`config.mk`:
```
export PLATFORM = sky130hd
export DESIGN_NAME = ebaf_front
export DESIGN_NICKNAME = d
export VERILOG_FILES = /design/src/hw/rtl/ebaf_pkg.sv /design/src/hw/rtl/ebaf_front.sv
export SDC_FILE = /design/constraint.sdc
export NUM_CORES = 1
export LEC_CHECK = 0
export BUFFER_PORTS_ARGS = -buffer_cell sky130_fd_sc_hd__buf_2
export CORE_AREA = 4 4 103 105
export DETAILED_ROUTE_END_ITERATION = 7
export DIE_AREA = 0 0 107 109
export PLACE_DENSITY = 0.74
export SLEW_MARGIN = 40
export SYNTH_ARGS = -nofsm -noshare
export SYNTH_HDL_FRONTEND = slang
export SYNTH_SLANG_ARGS = --single-unit
```
`constraint.sdc`:
```
create_clock -name vclk -period 10.45
set_input_delay 1.5675 -clock vclk [all_inputs]
set_output_delay 1.5675 -clock vclk [all_outputs]
set_load 0.02 [all_outputs]
```
`src/hw/rtl/ebaf_pkg.sv`:
```
// Package for the event background-activity filter.
// Holds field widths, register indexes and the structs shared by the front end, back end and top level.
// No dependencies.
package ebaf_pkg;

  localparam int unsigned CoordW  = 10;
  localparam int unsigned TimeW   = 47;
  localparam int unsigned CfgW    = 32;
  localparam int unsigned CfgIdxW = 3;
  localparam int unsigned RadW    = 4;
  localparam int unsigned DimW    = 11;

  localparam logic [CfgIdxW-1:0] CfgWindow    = 3'd0;
  localparam logic [CfgIdxW-1:0] CfgThreshold = 3'd1;
  localparam logic [CfgIdxW-1:0] CfgRefract   = 3'd2;
  localparam logic [CfgIdxW-1:0] CfgRadius    = 3'd3;
  localparam logic [CfgIdxW-1:0] CfgWidth     = 3'd4;
  localparam logic [CfgIdxW-1:0] CfgHeight    = 3'd5;

  typedef struct packed {
    logic [31:0] window;
    logic [7:0]  thr;
    logic [31:0] refr;
    logic [2:0]  radius;
    logic [9:0]  width;
    logic [9:0]  height;
  } cfg_t;

  typedef struct packed {
    logic [CoordW-1:0] x;
    logic [CoordW-1:0] y;
    logic [TimeW-1:0]  t;
  } evt_t;

  typedef struct packed {
    logic [CoordW-1:0] x;
    logic [CoordW-1:0] y;
    logic [TimeW-1:0]  t;
    logic [CoordW-1:0] x0;
    logic [CoordW-1:0] x1;
    logic [CoordW-1:0] y0;
    logic [CoordW-1:0] y1;
  } cmd_t;

  typedef struct packed {
    logic clearing;
    logic busy;
  } back_stat_t;

endpackage

```
`src/hw/rtl/ebaf_front.sv`:
```
// Front end: drops events outside the active area and computes the clipped
// neighbourhood box. Depends on ebaf_pkg.
module ebaf_front #(
  parameter int unsigned MAX_WIDTH  = 512,
  parameter int unsigned MAX_HEIGHT = 512,
  parameter int unsigned MAX_RADIUS = 7
) (
  input  logic          accept_i,
  input  ebaf_pkg::evt_t evt_i,
  input  ebaf_pkg::cfg_t cfg_i,
  output logic          cmd_push_o,
  output ebaf_pkg::cmd_t cmd_o
);
  import ebaf_pkg::*;

  logic [DimW-1:0]   w_eff, h_eff, w_last, h_last, xr, yr;
  logic [RadW-1:0]   rad;
  logic [CoordW-1:0] rad_ext;
  logic              in_area;

  always_comb begin
    w_eff = ({1'b0, cfg_i.width} > DimW'(MAX_WIDTH)) ? DimW'(MAX_WIDTH)
                                                      : {1'b0, cfg_i.width};
    h_eff = ({1'b0, cfg_i.height} > DimW'(MAX_HEIGHT)) ? DimW'(MAX_HEIGHT)
                                                        : {1'b0, cfg_i.height};
    rad = ({1'b0, cfg_i.radius} > RadW'(MAX_RADIUS)) ? RadW'(MAX_RADIUS)
                                                     : {1'b0, cfg_i.radius};
    rad_ext = CoordW'(rad);
    in_area = ({1'b0, evt_i.x} < w_eff) && ({1'b0, evt_i.y} < h_eff);
    w_last  = w_eff - 1'b1;
    h_last  = h_eff - 1'b1;
    xr      = {1'b0, evt_i.x} + DimW'(rad);
    yr      = {1'b0, evt_i.y} + DimW'(rad);

    cmd_o.x  = evt_i.x;
    cmd_o.y  = evt_i.y;
    cmd_o.t  = evt_i.t;
    cmd_o.x0 = (evt_i.x > rad_ext) ? evt_i.x - rad_ext : '0;
    cmd_o.y0 = (evt_i.y > rad_ext) ? evt_i.y - rad_ext : '0;
    cmd_o.x1 = (xr < w_last) ? xr[CoordW-1:0] : w_last[CoordW-1:0];
    cmd_o.y1 = (yr < h_last) ? yr[CoordW-1:0] : h_last[CoordW-1:0];
  end

  assign cmd_push_o = accept_i && in_area;

endmodule

```
==> flow_summary.ini <==
[yosys]
synth_seq_area_share_pct = 0
biggest_area_consumer_among_synthesized_cells = ha_1
synth_cells = 428
syn-num-nets = 647
netlist-cell-type-count = 43
post_synth_instance_area_um2 = 3070
synth.top_cell.area_share_pct = 21.2
yosys-top-cells-area = ha_1, buf_4, mux2i_1
yosysWarningCount = 0
synth.cells.most_frequent = buf_4, ha_1, nor2_1
average_cell_area_after_synthesis_um2 = 7.17
post-synth-top-count-cell = buf_4

[clock_network]
post_cts_buffers = 0
cts_hold_buffers = 0
cts_repair_resize_count = 0

[setup_path]
crit_path_start_kind = input pin
crit_required_ns = 8.88
worst-setup-path-type = input pin to output port
type_of_destination_of_the_critical_path = output port
crit_fanout = 7
cp_data_arrival_time_ns = 4.98

[floorplan]
floorplan.rows = 36
design.portCount = 271
core_region_area_um2 = 9640
die_w_um = 107
die-area_um2 = 11700
die-height_um = 109
floorplan.initialDensity_pct = 31.8

[placed_design]
placed_cell_areas_um2 = 3210
place.gp.congestion = 0.884
numPortBuffers = 105
placed_cells = 590
hpwl_um = 7580

[layout]
fin_util_pct = 33.4
share_of_cells_above_drive_strength_1_pct = 25.6
sequential_cell_area_um2 = 0
layout.cells.non_filler = 590
final_area_um2 = 3220
sequential_cell_total = 0
num-clock-buffers = 0
nNetsFinal = 678
area_growth_pct = 5.02
diodes = 0

[sta]
number_of_max_slew_violations_in_the_final_report = 0
period_needed_ns = 6.55
hold_violations = 0
max_freq_ghz = 0.153
slew_margin_rel_pct = 59.1
report.final.setup_viol = 0
worst_pin_slew_ns = 0.613
final.period_utilization_pct = 62.7
final.setup.tns_ns = 0
rsz0062_at_grt = false

[power]
part_of_the_power_in_registers_pct = 0
fin_total_pwr_w = 0.000192
power.static_leakage_nw = 1.67
cell_internal_pwr_w = 0.0000730
power.density_cell_area_nw_per_um2 = 59.5
power_frac_clock_pct = 0
share_comb_of_total_power_pct = 100.0
switchingPower_w = 0.000119
p_sw_share_pct = 61.9
ir_drop_v = 0.0000366

[route]
wire_per_inst_um = 14.5
ant_nets = 0
dr_total_vias = 2892
post-route-drc-count = 0
number_of_drc_violations_after_detailed_routing_iteration_0 = 84
first_pass_iters = 4
viasPerCell = 4.90
finalWirelength_um = 8560

[grt]
grt_max_degree = 12
grt.total_usage_pct = 14.2
initial_antenna_violation_count = 0
grt_pass1_vias = 2879
grt_pass1_wl_um = 13900
total_overflow_reported_by_the_global_router = 0

[run]
max-cap-violations = 0

[outcome]
run_status = completed

[worst_hold_path]
worstHoldPathType = input pin to output port
==> cell families after synthesis <==
| family | synth area share [%] |
|---|---|
| buffers and inverters | 22.8 |
| adders and majority gates | 23.8 |
| and+or+nand+nor | 22.1 |
| muxes | 7.18 |
| AOI/OAI and AO/OA | 13.2 |
| xor gates and xnor gates | 10.9 |
==> cell usage in the layout (no fill, tap or decap), types with 7 or more instances in the layout <==
cell type | Yosys | layout
a21o_1 | 10 | 10
xnor2_1 | 14 | 14
xor2_1 | 24 | 24
a21oi_1 | 15 | 15
nand4_1 | 7 | 7
nor2_1 | 38 | 38
inv_1 | 32 | 32
nor2b_1 | 8 | 8
mux2i_1 | 22 | 22
buf_2 | 2 | 109
nor3_1 | 10 | 10
o21ai_0 | 15 | 15
o211ai_1 | 7 | 7
ha_1 | 52 | 52
nand2_1 | 33 | 33
==> stage by stage <==
step	hold WS, ns	worst slack [ns]
3_5_place_dp	3.14	3.88
3_3_place_gp	3.14	3.83
4_1_cts	3.14	3.88
6_report	3.14	3.90
5_1_grt	3.14	3.48
2_1_floorplan	3.25	4.50
==> layout make-up <==
cell class,instances,area (um2)
fill,1053,6420
inverter,34,128
multi-input combinational,314,2380
tap,133,166
timing repair buffer,109,546
==> power groups by stage <==
| stage | combinational, W | sequential [W] | clock (W) |
|---|---|---|---|
| after floorplan | 0.000160 | 0 | 0 |
| after global placement | 0.000187 | 0 | 0 |
| after detailed placement | 0.000192 | 0 | 0 |
| after CTS | 0.000193 | 0 | 0 |
| after global routing | 0.000215 | 0 | 0 |
| final | 0.000192 | 0 | 0 |
==> worst max-delay path: stages <==
cell      delay (ns)
buf_2           0.15
ha_1            0.40
nand2b_1        0.20
a21boi_0        0.36
nand3_1         0.14
xor2_1          0.19
inv_1           0.07
ha_1            0.30
nand4_1         0.13
nor3_1          0.26
o21ai_0         0.15
o211ai_1        0.24
buf_2           0.25
buf_2           0.19
mux2i_1         0.21
buf_2           0.19
==> per-layer routing <==
layer  track usage (%)  vias to the layer above  wire length [um]
li1                  -                     1459                 -
met1              18.2                     1315              3790
met2              26.7                      106              4190
met3              1.30                       12               541
met4              1.74                        0                50
met5                 0                        -                 0
==> final timing paths <==
path	start	to	slack [ns]	cells past startpoint
worst max-delay path	evt_i[49]	cmd_o[4]	3.90	16
worst min-delay path	evt_i[1]	cmd_o[41]	3.14	0
Note: power is estimated with default switching activity, not from simulation.
