===== config.mk =====
export PLATFORM = sky130hd
export DESIGN_NAME = ebaf_fifo
export DESIGN_NICKNAME = d
export VERILOG_FILES = /design/src/hw/rtl/ebaf_fifo.sv
export SDC_FILE = /design/constraint.sdc
export NUM_CORES = 1
export LEC_CHECK = 0
export CAP_MARGIN = 20
export CORE_MARGIN = 2
export CORE_UTILIZATION = 41
export DETAILED_ROUTE_END_ITERATION = 16
export DONT_BUFFER_PORTS = 1
export SLEW_MARGIN = 20
export SYNTH_ARGS = -nofsm -noshare
export SYNTH_HDL_FRONTEND = slang
export SYNTH_SLANG_ARGS = --single-unit

===== constraint.sdc =====
create_clock -name clk_i -period 2.5 [get_ports clk_i]
set_input_delay 0.5 -clock clk_i [delete_from_list [all_inputs] [get_ports clk_i]]
set_output_delay 0.5 -clock clk_i [all_outputs]
set_load 0.02 [all_outputs]

===== src/hw/rtl/ebaf_fifo.sv =====
// Small register FIFO used between the front and back and on the result side.
// No dependencies.
module ebaf_fifo #(
  parameter int unsigned WIDTH = 8,
  parameter int unsigned DEPTH = 2
) (
  input  logic             clk_i,
  input  logic             rst_ni,
  input  logic             push_i,
  input  logic [WIDTH-1:0] wdata_i,
  output logic             full_o,
  input  logic             pop_i,
  output logic [WIDTH-1:0] rdata_o,
  output logic             empty_o
);

  localparam int unsigned PtrW = (DEPTH > 1) ? $clog2(DEPTH) : 1;
  localparam int unsigned CntW = $clog2(DEPTH + 1);

  logic [WIDTH-1:0] data_q [DEPTH];
  logic [PtrW-1:0]  wptr_q, wptr_d, rptr_q, rptr_d;
  logic [CntW-1:0]  cnt_q, cnt_d;
  logic             do_push, do_pop;

  assign full_o  = (cnt_q == CntW'(DEPTH));
  assign empty_o = (cnt_q == '0);
  assign do_push = push_i && !full_o;
  assign do_pop  = pop_i && !empty_o;
  assign rdata_o = data_q[rptr_q];

  always_comb begin
    wptr_d = wptr_q;
    rptr_d = rptr_q;
    cnt_d  = cnt_q;
    if (do_push) begin
      wptr_d = (wptr_q == PtrW'(DEPTH - 1)) ? '0 : wptr_q + 1'b1;
    end
    if (do_pop) begin
      rptr_d = (rptr_q == PtrW'(DEPTH - 1)) ? '0 : rptr_q + 1'b1;
    end
    if (do_push && !do_pop) begin
      cnt_d = cnt_q + 1'b1;
    end else if (do_pop && !do_push) begin
      cnt_d = cnt_q - 1'b1;
    end
  end

  always_ff @(posedge clk_i or negedge rst_ni) begin
    if (!rst_ni) begin
      wptr_q <= '0;
      rptr_q <= '0;
      cnt_q  <= '0;
    end else begin
      wptr_q <= wptr_d;
      rptr_q <= rptr_d;
      cnt_q  <= cnt_d;
    end
  end

  always_ff @(posedge clk_i) begin
    if (do_push) begin
      data_q[wptr_q] <= wdata_i;
    end
  end

endmodule


==> impl_results.md, run 1 <==
- Outcome: completed
- Port Buf Inserts: 0
- Vias in the first global route: 365
- Initial DRC count: 3
- Row Count: 15
- Worst IR Drop VDD: 0.6634 mV
- Slowest stage cell, crit path: dfrtp_1
- Most common cell after layout, fill and taps aside: edfxtp_1
- Layout cells sized above 1: 14.58%
- Worst slack, placed: 0.8295 ns
- Hold Crit Class: input port to flop
- Routed wl met3: 97 um
- CP max stage delay: 0.60 ns
- Gr usage total: 11.43%
- Stages on the worst setup path: 1
- Pin count of the biggest net entering global routing: 12
- TritonCTS Buffers: 3
- Wire per inst: 15.48 um
- Sequential Power Share: 53.3%
- Delay-heaviest family, CP: flip-flops
- Pwr per Cell Area: 1201 nW/um^2
- Worst-path clk slew: 0.10 ns
- Synth warn: 0
- DRT antenna net count: 0
- Hold path depth: 0
- Relative slew slack: 54.26%
- DR vias: 366
- Met1 Wirelength: 448 um
- Met2 WL post-DR: 583 um
- Setup violators final: 0
- Most frequent cells in the layout: 16 x edfxtp_1, 6 x mux2_1, 4 x dfrtp_1
- Max Slew Vio Count: 0
- Drt pass-1 iters: 2
- Post-layout util: 47.87%
- Post-Syn Area per Cell: 17.77 sq um
- Post-synth net total: 57
- Achievable Freq: 541.0 MHz
- Die Wd: 47.67 um
- Initial antenna violation count: 0
- Worst-Skew Late Latency: 0.29 ns
- IO Pins: 22
- R2r worst-path depth: 3
- Starting density of the core: 44.33%
- P_int: 644.6 uW
- CP Buf/Inv Count: 0
- # diodes: 0
- Global-route wire length before repair: 1642 um
- Req. time, crit path: 2.00 ns
- Total power: 1.014 mW
- Max-capacitance violation count: 0
- Max Root-Sink Buffers: 2
- Global placement routability congestion: 0.6851
- Hold Vio Cnt, Final: 0
- Worst path cell trace: mux2_1
- Critical Path Source Type: flop
- P_leak: 0.3095 nW
- Die footprint: 2272 sq um
- Via density: 5.014
- NumNets Final: 62
- Top Layer Used: met3
- H-Tree Depth: 1
- Layout area overhead: 8.000%
- RSZ-0062 raised after global routing: no
- Yosys reg bits: 20
- Worst-margin pin slew: 0.6836 ns
- Final worst slack: 0.6514 ns
- Switch Pwr: 369.8 uW
- Dpl cell area: 808.3 sq um
- WL final: 1130 um
- Setup crit start: rptr_q$_DFFE_PN0P_
- Drt drc: 0
- Post-synthesis cell count: 44
- Hold path start: wdata_i[7]
- Setup Fix Bufs, Post-CTS: 0
- Mapped Area: 782.0 sq um
- Clk root buf: clkbuf_4
- Reg2reg start: cnt_q[0]$_DFFE_PN0P_
- Setup TNS: 0 ns
- Post-route minimum period: 1.849 ns
- Final Cell Area: 844.6 sq um
- Critical path fanouts, max: 9
- Final setup skew: 0.005092 ns
- DP HPWL: 822.8 um
- Seq/Total Area, Yosys: 74.24%
- Period utilisation layout: 73.94%
- Clk pwr share: 14.4%
- Logic pwr share: 32.3%
- Sw frac: 36.45%
- Synth unique cells: 15
- Die Y: 47.67 um
- CTS tree: built
- CP Class: flop to primary output
- Area of the core: 1764 sq um
- CTS Hold Bufs: 1
- Arrival @ worst endpoint: 1.35 ns
- Clock sinks: 20
- CP Capture Type: primary output
- GRT overflow: 0
- Post-CTS sizing: 0
==> cell type report <==
| class | count | area [sq um] |
|---|---|---|
| fill | 164 | 919.6 |
| clock inverter | 1 | 3.754 |
| multi-input combinational | 21 | 188.9 |
| clock buffer | 3 | 22.52 |
| tap | 25 | 31.28 |
| timing repair buffer | 1 | 10.01 |
| sequential | 20 | 580.6 |
| inverter | 2 | 7.507 |
==> power groups by stage <==
stage	Sequential (mW)	Combinational (mW)	Clock [mW]
global route	0.554	0.355	0.172
finish	0.541	0.328	0.146
detailed placement	0.552	0.331	0
floorplan	0.507	0.321	0
global placement	0.539	0.321	0
CTS	0.544	0.336	0.152
==> per-layer routing <==
metal | global-route usage [%] | vias to the layer above
li1 | - | 167
met4 | 6.486 | 0
met2 | 18.38 | 13
met1 | 12.50 | 186
met5 | 0 | -
met3 | 5.283 | 0
==> worst paths after layout <==
kind,end,slack [ns]
max,rdata_o[5],0.65
min,data_q[0][7]$_DFFE_PP_,0.30
max reg2reg,data_q[0][3]$_DFFE_PP_,0.85
min reg2reg,cnt_q[1]$_DFFE_PN0P_,0.53
max in group asynchronous,cnt_q[1]$_DFFE_PN0P_,1.86
min in group asynchronous,wptr_q$_DFFE_PN0N_,0.47
==> kinds of logic (layout without fill, tap and decap cells) <==
logic type / Yosys count / in the layout / synth area share (%)
AOI/OAI and AO/OA: 1 / 1 / 0.6394
xor gates and xnor gates: 5 / 5 / 6.561
adders and majority gates: 1 / 1 / 1.600
buffers and inverters: 3 / 7 / 1.600
DFF: 20 / 20 / 74.24
muxes: 8 / 8 / 11.52
and+or+nand+nor: 6 / 6 / 3.841
==> synth_stat cells <==
master / count / area share (%)
edfxtp_1: 16 / 61
mux2_1: 6 / 8.6
dfrtp_1: 4 / 13
nor2_1: 3 / 1.4
inv_1: 2 / 0.96
mux2_2: 2 / 2.9
xnor2_1: 2 / 2.2
xor2_1: 2 / 2.2
and3_1: 1 / 0.80
buf_2: 1 / 0.64
ha_1: 1 / 1.6
nand2_2: 1 / 0.80
nand2b_1: 1 / 0.80
o21ai_1: 1 / 0.64
xnor2_2: 1 / 2.1
==> sequential cells by signal (all words and copies together) (netlist names) <==
| signal | flops |
|---|---|
| cnt_q | 2 |
| data_q | 16 |
| wptr_q | 1 |
| rptr_q | 1 |
==> through the flow <==
stage          std cells  hold slack [ns]
2_1_floorplan         44           0.2044
3_3_place_gp          68           0.2045
3_5_place_dp          68           0.2045
4_1_cts               73           0.2903
5_1_grt               73           0.2657
6_report              73           0.2995
Power figures use the tool's default switching activity.
==> inputs of run 2 (changes only) <==
--- a/config.mk
+++ b/config.mk
@@ -5,6 +5,7 @@
 export SDC_FILE = /design/constraint.sdc
 export NUM_CORES = 1
 export LEC_CHECK = 0
+export ABC_AREA = 1
 export CAP_MARGIN = 20
 export CORE_MARGIN = 2
 export CORE_UTILIZATION = 41
==> constraint.sdc (replaced) <==
create_clock -name clk_i -period 1.5 [get_ports clk_i]
set_input_delay 0.3 -clock clk_i [delete_from_list [all_inputs] [get_ports clk_i]]
set_output_delay 0.3 -clock clk_i [all_outputs]
set_load 0.02 [all_outputs]
==> run 2 against run 1 <==
Against the previous run:
- via count increased by 35%
- core utilization increased by 0.61 points
- wire length increased by 27%
- combinational power increased by 130%
- synthesized cell count increased by 66%
- critical path depth increased by 4
==> impl_results.md, run 2 <==
- Slowest stage cell, crit path: dfrtp_1
- Clk root buf: clkbuf_4
- Global-route wire length before repair: 2311 um
- Stages on the worst setup path: 5
- Die Wd: 48.44 um
- DP HPWL: 1060 um
- Top cell type's share of synthesized area: 59.35%
- Max-capacitance violation count: 0
- Seq/Total Area, Yosys: 71.72%
- Sequential Power Share: 46.7%
- Largest area contributor in the netlist: edfxtp_1
- Die Y: 48.44 um
- Delay-heaviest family, CP: flip-flops
- EDFF count, synth: 16
- Biggest regs: data_q (16), cnt_q (2)
- Layout cells sized above 1: 18.29%
- RSZ-0062 raised after global routing: no
- Most common cell after layout, fill and taps aside: nand2_1
- Largest register FFs: 16
- Port Buf Inserts: 0
- DRT antenna net count: 0
- Async SR Flop Fraction: 20.00%
- Drt pass-1 iters: 2
- Hold Crit Class: input port to flop
- Period utilisation layout: 94.23%
- Hold path depth: 0
- Global placement routability congestion: 0.7417
- Relative slew slack: 76.11%
- Achievable Freq: 707.5 MHz
- Area of the core: 1902 sq um
- Switch Pwr: 776.3 uW
- Top reg by flops: data_q
- Most numerous cell in the Yosys netlist: nand2_1
- Ys flop type: edfxtp_1
- Clock sinks: 20
- Outcome: completed
- Final setup skew: 0.003268 ns
- Post-synth net total: 86
- H-Tree Depth: 1
- CP Buf/Inv Count: 2
- CP Class: flop to flop
- Clk pwr share: 13.1%
- Synth area leaders: edfxtp_1 59%, nand2_1 15%, dfrtp_1 12%
- Vias in the first global route: 500
- WL final: 1440 um
- DR vias: 495
- Yosys reg bits: 20
- Worst IR Drop VDD: 1.043 mV
- P_leak: 0.4020 nW
- Post-synthesis cell count: 73
- CP Capture Type: flop
- Layout area overhead: 13.91%
- GRT overflow: 0
- Worst-margin pin slew: 0.3580 ns
- CP max stage delay: 0.43 ns
- Most frequent cells in the layout: 32 x nand2_1, 16 x edfxtp_1, 7 x inv_1
- Logic pwr share: 40.2%
- Synth unique cells: 14
- NumNets Final: 96
- Starting density of the core: 42.57%
- Worst-path clk slew: 0.11 ns
- Gr usage total: 13.21%
- Worst path cell trace: inv_1 > nor2_2 > nor2_2 > nand2_1 > inv_1
- Wire per inst: 13.21 um
- R2r worst-path depth: 5
- Drt drc: 0
- Worst-Skew Late Latency: 0.29 ns
- Sw frac: 41.34%
- Pwr per Cell Area: 2036 nW/um^2
- Arrival @ worst endpoint: 1.38 ns
- # diodes: 0
- Row Count: 16
- Synth cell count leaders: 33 x nand2_1, 16 x edfxtp_1, 7 x inv_1
- Max Root-Sink Buffers: 2
- Max Slew Vio Count: 0
- Mapped Area: 809.5 sq um
- Synth warn: 0
- Setup violators final: 0
- Initial DRC count: 16
- Hold Vio Cnt, Final: 0
- Total power: 1.878 mW
- Via density: 4.541
- Req. time, crit path: 1.46 ns
- Critical path fanouts, max: 8
- Pin count of the biggest net entering global routing: 12
- Setup TNS: 0 ns
- Initial antenna violation count: 0
- TritonCTS Buffers: 3
- CTS tree: built
- Fillers: 183
- Post-route minimum period: 1.413 ns
- Post-Syn Area per Cell: 11.09 sq um
- Die footprint: 2346 sq um
- IO Pins: 22
- P_int: 1.102 mW
- Critical Path Source Type: flop
==> run 2: repair_timing <==
item | 4_1_cts | 5_1_grt
hold endpoints to repair | 4 | 0
hold buffers | 1 | 0
gates resized for setup | 3 | 3
buffers inserted | 0 | 2
setup endpoints to repair | 9 | 10
==> run 2: cell type report <==
type                       count  area [sq um]  share of cell area, %
timing repair buffer           6         47.55                  5.156
sequential                    20         583.1                  63.23
inverter                       8         32.53                  3.528
tap                           27         33.78                  3.664
clock inverter                 1         3.754                 0.4071
clock buffer                   3         22.52                  2.442
multi-input combinational     44         198.9                  21.57
==> run 2: path summary, 6_finish.rpt <==
path                                      start                      to  slack [ns]
max                        cnt_q[1]$_DFFE_PN0P_  data_q[0][4]$_DFFE_PP_        0.09
max in group asynchronous                rst_ni      rptr_q$_DFFE_PN0P_        1.03
min in group asynchronous                rst_ni    cnt_q[1]$_DFFE_PN0P_        0.28
max reg2reg                cnt_q[1]$_DFFE_PN0P_  data_q[0][4]$_DFFE_PP_        0.09
min reg2reg                  wptr_q$_DFFE_PN0N_      wptr_q$_DFFE_PN0N_        0.53
min                                  wdata_i[0]  data_q[1][0]$_DFFE_PP_         0.1
==> run 2: worst reg2reg max path: stages, from the launching register on <==
cell,delay (ns)
dfrtp_1,0.43
inv_1,0.12
nor2_2,0.06
nor2_2,0.12
nand2_1,0.08
inv_1,0.28
==> run 2: cells by family (layout without fill, tap and decap cells) <==
family          Yosys count  in the layout  share of synthesized area, %
simple gates             40             40                         20.09
flops                    20             20                         71.72
buf+inv                   9             18                         4.327
compound gates            2              2                         1.237
fa+ha+maj                 1              1                         1.545
xor+xnor                  1              1                         1.082
==> run 2: layer usage <==
metal	GRT usage [%]	wire length (um)	part of all wire [%]	vias up
met1	15.32	586	41	224
met2	21.76	727	50	17
met4	5.714	0	0	0
li1	-	-	-	254
met5	0	0	0	-
met3	5.247	126	8.8	0
==> run 2: power by group through the flow <==
stage          Clock, mW  Combinational (mW)  Sequential [mW]
2_1_floorplan          0               0.576            0.837
3_3_place_gp           0               0.656            0.888
3_5_place_dp           0               0.687            0.896
4_1_cts            0.260               0.695            0.895
5_1_grt            0.288               0.840            0.893
6_report           0.246               0.754            0.878
==> run 2: per-stage QoR <==
step / area [sq um] / hold slack, ns / util (%) / instances / worst slack [ns]
4_1_cts: 900.9 / 0.08874 / 47.37 / 107 / 0.006556
5_1_grt: 922.1 / 0.06320 / 48.49 / 109 / 0.003417
6_report: 922.1 / 0.09887 / 48.49 / 109 / 0.08657
2_1_floorplan: 809.5 / 0.004409 / - / 73 / 0.1010
3_3_place_gp: 860.8 / 0.004498 / 45.26 / 102 / 0.1189
3_5_place_dp: 860.8 / 0.004502 / 45.26 / 102 / 0.01779
